## config.mk

```make
export PLATFORM = sky130hd
export DESIGN_NAME = lfs_wrap_unit
export DESIGN_NICKNAME = d
export VERILOG_FILES = /design/src/rtl/core/lfs_pkg.sv /design/src/rtl/core/lfs_wrap_unit.sv
export SDC_FILE = /design/constraint.sdc
export NUM_CORES = 1
export LEC_CHECK = 0
export BUFFER_PORTS_ARGS = -buffer_cell sky130_fd_sc_hd__buf_2
export CORE_ASPECT_RATIO = 0.8
export CORE_UTILIZATION = 40
export CTS_CLUSTER_SIZE = 24
export DETAILED_ROUTE_END_ITERATION = 16
export PLACE_DENSITY_LB_ADDON = 0.08
export SYNTH_ARGS = -nofsm -noshare
export SYNTH_HDL_FRONTEND = slang
export SYNTH_SLANG_ARGS = --single-unit
export TNS_END_PERCENT = 50
```

## constraint.sdc

```tcl
create_clock -name clk -period 3.1 [get_ports clk]
set_input_delay 0.31 -clock clk [delete_from_list [all_inputs] [get_ports clk]]
set_output_delay 0.31 -clock clk [all_outputs]
set_load 0.02 [all_outputs]
```

## src/rtl/core/lfs_pkg.sv

```systemverilog
// Shared constants and types for the looping frame store.
// Used by the slot memory, the position wrap unit and the top level.
package lfs_pkg;

  localparam int HANDLE_W      = 16;           // frame handle width
  localparam int SLOT_DW       = HANDLE_W + 1; // full flag plus handle
  localparam int POS_W         = 16;           // signed position width
  localparam int DUR_W         = 16;           // signed duration width
  localparam int LEN_W         = 9;            // loop_length register width
  localparam int LEN_CAP       = 511;          // largest value loop_length can hold
  localparam int MAX_SLOTS_DEF = 256;
  localparam int OP_W          = 3;
  localparam int CFG_IDX_W     = 1;
  localparam int OUT_SLOT_W    = 8;

  localparam logic [OP_W-1:0] OP_FRAME_IN  = 3'd0;
  localparam logic [OP_W-1:0] OP_PLAY      = 3'd1;
  localparam logic [OP_W-1:0] OP_SEEK      = 3'd2;
  localparam logic [OP_W-1:0] OP_SEEK_PLAY = 3'd3;
  localparam logic [OP_W-1:0] OP_RECORD    = 3'd4;
  localparam logic [OP_W-1:0] OP_STORE_ONE = 3'd5;
  localparam logic [OP_W-1:0] OP_STOP      = 3'd6;
  localparam logic [OP_W-1:0] OP_CLEAR     = 3'd7;

  localparam logic [CFG_IDX_W-1:0] CFG_LOOP_LENGTH = 1'd0;
  localparam logic [CFG_IDX_W-1:0] CFG_LOOP_ENABLE = 1'd1;

  localparam logic [LEN_W-1:0] LOOP_LENGTH_RST = 9'd256;

  // Start of one wrap: sign and magnitude of the value to reduce modulo the length.
  typedef struct packed {
    logic             start;
    logic             neg;
    logic [POS_W-1:0] mag;
  } lfs_wrap_req_t;

endpackage

```

## src/rtl/core/lfs_wrap_unit.sv

```systemverilog
// Bit-serial remainder unit: reduces a signed position modulo the loop length,
// one dividend bit per cycle, and wraps negative values into 0..len-1.
// Depends on lfs_pkg for the request type and position width.
module lfs_wrap_unit
  import lfs_pkg::*;
#(
  parameter int SLOT_W = 9
) (
  input  logic              clk,
  input  logic              rst_n,
  input  lfs_wrap_req_t     req,
  input  logic [SLOT_W-1:0] len,
  output logic              done,
  output logic [SLOT_W-1:0] result
);

  localparam int CNT_W = $clog2(POS_W);

  logic              busy_r, busy_nxt;
  logic              done_r, done_nxt;
  logic [CNT_W-1:0]  cnt_r, cnt_nxt;
  logic [POS_W-1:0]  mag_r, mag_nxt;
  logic              neg_r, neg_nxt;
  logic [SLOT_W-1:0] rem_r, rem_nxt;
  logic [SLOT_W:0]   trial;

  always_comb begin
    busy_nxt = busy_r;
    done_nxt = 1'b0;
    cnt_nxt  = cnt_r;
    mag_nxt  = mag_r;
    neg_nxt  = neg_r;
    rem_nxt  = rem_r;
    trial    = {rem_r, mag_r[POS_W-1]};
    if (req.start) begin
      busy_nxt = 1'b1;
      cnt_nxt  = '0;
      mag_nxt  = req.mag;
      neg_nxt  = req.neg;
      rem_nxt  = '0;
    end else if (busy_r) begin
      // The partial remainder stays below len, so one compare and subtract suffices.
      if (trial >= {1'b0, len}) begin
        rem_nxt = SLOT_W'(trial - {1'b0, len});
      end else begin
        rem_nxt = SLOT_W'(trial);
      end
      mag_nxt = {mag_r[POS_W-2:0], 1'b0};
      cnt_nxt = cnt_r + 1'b1;
      if (cnt_r == CNT_W'(POS_W - 1)) begin
        busy_nxt = 1'b0;
        done_nxt = 1'b1;
      end
    end
  end

  always_ff @(posedge clk) begin
    if (!rst_n) begin
      busy_r <= 1'b0;
      done_r <= 1'b0;
      cnt_r  <= '0;
    end else begin
      busy_r <= busy_nxt;
      done_r <= done_nxt;
      cnt_r  <= cnt_nxt;
    end
    mag_r <= mag_nxt;
    neg_r <= neg_nxt;
    rem_r <= rem_nxt;
  end

  assign done   = done_r;
  assign result = (neg_r && (rem_r != '0)) ? (len - rem_r) : rem_r;

endmodule

```

Word-level counts from Yosys, hierarchy flattened. Index checks and enable logic that the tools add are counted.

Register bits after elaboration: 32. Logic and storage cells: 26.

Order comparisons: 1. Bitwise gates (word level): 2. Mux-type cells: 8. Reduce and logical (&&, ||, !) cells: 5. Equality and inequality tests: 1. Add/sub/neg operators: 3.

Operators by type and width (number): 2-to-1 mux 16 bit (2); 2-to-1 mux 9 bit (2); subtractor 9 bit (2); greater-or-equal comparator 10 x 9 -> 1 bit (1); nonzero test 9 bit (1); adder 4 x 1 -> 4 bit, second input constant (1); == test 4 bit, second input constant (1); 2-to-1 mux 1 bit (4); OR reduction 3 bit (1); NOT 1 bit (2); nonzero test 2 bit (1); OR reduction 2 bit (1); logical AND 1 bit (1).

Depth between registers and ports, before layout.
Depth after elaboration: 4. Mapped depth: 10.

Worst setup path after synthesis. OpenSTA, ideal clock, no wires.

Path type: register to register. Start: reg mag_r[15]. End: reg rem_r[3]. Period minus slack after synthesis: 2.478 ns. Buffers on the path: 1. Data arrival time: 2.340 ns. Stages on the path, launching flop included: 11. Setup slack: 0.622 ns. Path through: edfxtp_1 inv_1 ha_1 inv_1 fa_1 a21o_1 a221o_1 a211oi_2 buf_6 mux2i_1 a211oi_2.

Word-level cells in the longest chain between the ends: 2. Elaborated cells on any way between the ends: 3. Classes of those cells: add/sub (1); order compare (1); mux (1).

RTL lines: start, declared (RTL line lfs_wrap_unit.sv:22) `logic [POS_W-1:0] mag_r, mag_nxt;`; start signal, assigned (RTL line lfs_wrap_unit.sv:67) `mag_r <= mag_nxt;`; subtractor 9 bit or greater-or-equal comparator 10 x 9 -> 1 bit (tied branches) (RTL line lfs_wrap_unit.sv:44, lfs_wrap_unit.sv:43); 2-to-1 mux 9 bit * (RTL line lfs_wrap_unit.sv:43) `if (trial >= {1'b0, len}) begin`; end signal, assigned (RTL line lfs_wrap_unit.sv:69) `rem_r <= rem_nxt;`; end, declared (RTL line lfs_wrap_unit.sv:24) `logic [SLOT_W-1:0] rem_r, rem_nxt;`.

Mark *: on every way between the ends. The rest lies on a longest branch, timed or not. A chain may end at the register's enable or synchronous reset.

Worst setup path after layout.
Start: reg rem_r[0]. End: out result[6].

Word-level cells in the longest chain between the ends: 3. Elaborated cells on any way between the ends: 4. Classes of those cells: add/sub (1); mux (1); reduce/logical (2).

RTL lines: parallel branches: the longest is 2 deep, another holds subtractor 9 bit; 2-to-1 mux 9 bit * (RTL line lfs_wrap_unit.sv:73) `assign result = (neg_r && (rem_r != '0)) ? (len - rem_r) : rem_r;`; end, declared (RTL line lfs_wrap_unit.sv:14) `output logic [SLOT_W-1:0] result`.

Mark *: on every way between the ends.

==> flow_metrics.env <==
export IMPL_fin_crit_ps=2860
export IMPL_area_sequential_um2=811
export IMPL_cellPowerDensity_nw_per_um2=421
export IMPL_drive_gt1_share_pct=24.2
export IMPL_die_width_um=86.0
export IMPL_combPwrFrac_pct=25.4
export IMPL_synthXorXnorAreaFrac_pct=3.49
export IMPL_post_drt_wl_per_cell_um=13.9
export IMPL_floorplan_io_pins=39
export IMPL_required_ps=2790
export IMPL_final_common_cell="buf_2"
export IMPL_ys_flop_type="edfxtp_1"
export IMPL_die_area_um2=5950
export IMPL_hpwl_um=3750
export IMPL_syn2layout_area_growth_pct=14.6
export IMPL_final_area_um2=2580
export IMPL_period_share_pct=92.2
export IMPL_sw_frac_of_total_pct=30.8
export IMPL_syn_area_um2=2260
export IMPL_overflow=0
export IMPL_h_tree_depth=2
export IMPL_ctsRootBufferMaster="clkbuf_8"
export IMPL_p_int_uw=754
export IMPL_seqPwrFrac_pct=46.0
export IMPL_fin_nets=321
export IMPL_std_cell_rows=24
export IMPL_ys_seq_elements=32
export IMPL_ir_worst_vdd_v=0.000227
export IMPL_viasPerCell=5.23
export IMPL_antenna_found_initial=0
export IMPL_cts_buffer_depth=2
export IMPL_clkPwrFrac_pct=28.6
export IMPL_cts_made_buffers=5
export IMPL_max_cap_viol_count=0
export IMPL_arrival_ps=2550
export IMPL_ctsHoldBuffers=0
export IMPL_cp_max_fo=7
export IMPL_wl_um=4870
export IMPL_cp_end_kind="output pin"
export IMPL_synth_fa_ha_area_share_pct=11.8
export IMPL_slew_headroom_pct=50.0
export IMPL_synth_top_family_by_area="compound AO/OA/AOI/OAI gates"
export IMPL_syn_num_nets=282
export IMPL_worst_pin_slew_ps=750
export IMPL_setup_viol=0
export IMPL_syn_mean_instance_area_um2=9.68
export IMPL_drc=0
export IMPL_p_sw_uw=335
export IMPL_gp_congestion=0.850
export IMPL_synthDistinctLibCells=48
export IMPL_power_leakage_uw=0.00114
export IMPL_vias=1835
export IMPL_core_area_um2=5440
export IMPL_critPathKind="register to output pin"
export IMPL_slew_violations=0
export IMPL_dieHeight_um=69.2
export IMPL_drt_iter0_markers=52
export IMPL_ys_async_sr_fraction_pct=0
export IMPL_clk_pin_slew_ps=70
export IMPL_yosysWarnings=0
export IMPL_fillers=549
export IMPL_grt_start_max_net_pins=24
export IMPL_portBuffers=38
export IMPL_rsz0062_at_grt="no"
export IMPL_syn_inst=233
export IMPL_synth_edf_count=17
export IMPL_grt_pass1_wl_um=8310
export IMPL_worst_setup_path_start_kind="register"
export IMPL_multiInputGateArea_um2=1300
export IMPL_clock_fmax_ghz=0.350
export IMPL_clock_latency_ps=290
export IMPL_worstHoldPathType="input port to register"
export IMPL_grt_usage_pct=17.9
export IMPL_mostFrequentLayoutCells="38 x buf_2, 25 x inv_1, 18 x ha_1, 17 x edfxtp_1, 16 x mux2_2"
export IMPL_placed_area_um2=2500
export IMPL_clock_sinks=32
export IMPL_cts_tree="done"
export IMPL_synth_compound_area_share_pct=18.1
export IMPL_synth_simple_area_share_pct=13.8
export IMPL_finalHoldViolCount=0
export IMPL_clock_skew_final_ps=8.61
export IMPL_ctsResizeCount=0
export IMPL_post_cts_buffers=0
export IMPL_status="finished clean"
export IMPL_dr_pass1_iters=4
export IMPL_synthMuxAreaShare_pct=10.6
export IMPL_grt_pass1_vias=1717
export IMPL_antenna_left=0
export IMPL_ys_seq_area_share_pct=35.9
export IMPL_timing_setup_tns_ps=0
export IMPL_start_util_pct=41.5
export IMPL_antenna_cells=0
[cell usage after synthesis (all sizes together), types with 2 or more instances]
cell type | count | area (um^2)
nand2b | 6 | 37.5
a211o | 3 | 26.3
ha | 18 | 225
o22ai | 5 | 31.3
mux2i | 6 | 60.1
nor4 | 2 | 12.5
inv | 25 | 93.8
nor2 | 14 | 52.6
o211ai | 2 | 15.0
o31ai | 4 | 30.0
nor3 | 2 | 10.0
buf | 5 | 41.3
and3 | 4 | 25.0
xor2 | 6 | 52.6
a32oi | 3 | 26.3
nand4 | 5 | 31.3
and2 | 2 | 12.5
dfxtp | 15 | 300
a31oi | 3 | 18.8
edfxtp | 17 | 510
a21boi | 2 | 15.0
nand2 | 8 | 30.0
o21ai | 14 | 70.1
xnor2 | 3 | 26.3
fa | 2 | 40.0
a211oi | 5 | 47.5
mux2 | 16 | 180
a21o | 2 | 15.0
clkbuf | 2 | 7.51
nand3 | 7 | 35.0
a221o | 2 | 20.0
nor2b | 3 | 18.8
a21oi | 8 | 40.0
[final cells by class]
cell class | count | area share, %
well taps | 78 | 3.78
flip-flops and latches | 32 | 31.4
clock inverters | 3 | 0.532
inverters | 25 | 3.63
repair buffers | 39 | 7.65
clock buffers | 5 | 2.66
multi-input cells | 169 | 50.4
[power groups by stage]
stage / sequential, uW / clock (uW) / combinational [uW]
after global placement: 509 / 0 / 276
after global routing: 505 / 329 / 313
after detailed placement: 510 / 0 / 277
after floorplan: 501 / 0 / 212
final: 501 / 312 / 276
after CTS: 501 / 314 / 278
[routing by layer]
metal / global-route usage, % / vias up / part of all wire, %
met1: 27.3 / 860 / 54
met3: 3.93 / 5 / 3.9
met4: 5.56 / 0 / 1.0
met2: 25.1 / 32 / 41
met5: 0 / - / 0
li1: - / 938 / -
[logic make-up after synthesis]
group           Yosys count
compound gates           59
simple gates             59
buf+inv                  32
flops                    32
mux                      22
fa+ha+maj                20
xor+xnor                  9
[final timing paths]
path / start / cells past startpoint / slack, ps / endpoint
setup / recovery: rem_r[0]$_SDFFE_PP0P_ / 8 / 240 / result[6]
hold / removal: req[16] / 1 / 200 / neg_r$_DFFE_PP_
setup reg to reg: mag_r[15]$_DFFE_PP_ / 10 / 410 / rem_r[6]$_SDFFE_PP0P_
hold reg to reg: cnt_r[3]$_SDFFE_PP0P_ / 2 / 490 / done$_SDFF_PP0_
[metrics by stage]
stage	std cells	hold slack (ps)	power, uW	worst slack, ps	util [%]
floorplan	233	409	713	622	-
global placement	343	486	784	497	46.0
detailed placement	343	483	787	416	46.0
CTS	351	191	1090	243	47.6
global route	351	188	1150	76.8	47.6
finish	351	197	1090	241	47.6
[sequential cells by signal (all words and copies together), names as in the netlist]
register,count
rem_r,9
cnt_r,4
busy_r,1
neg_r,1
mag_r,16
done,1
[worst max-delay path: stages, from the launching register on]
cell and delay [ps]:
dfxtp_1 410, ha_1 250, fa_1 380, nand2b_1 190
a21oi_1 270, o21ai_0 170, a211o_1 310, o211ai_1 90
buf_2 190
No activity file was read; power rests on OpenSTA's default activity.
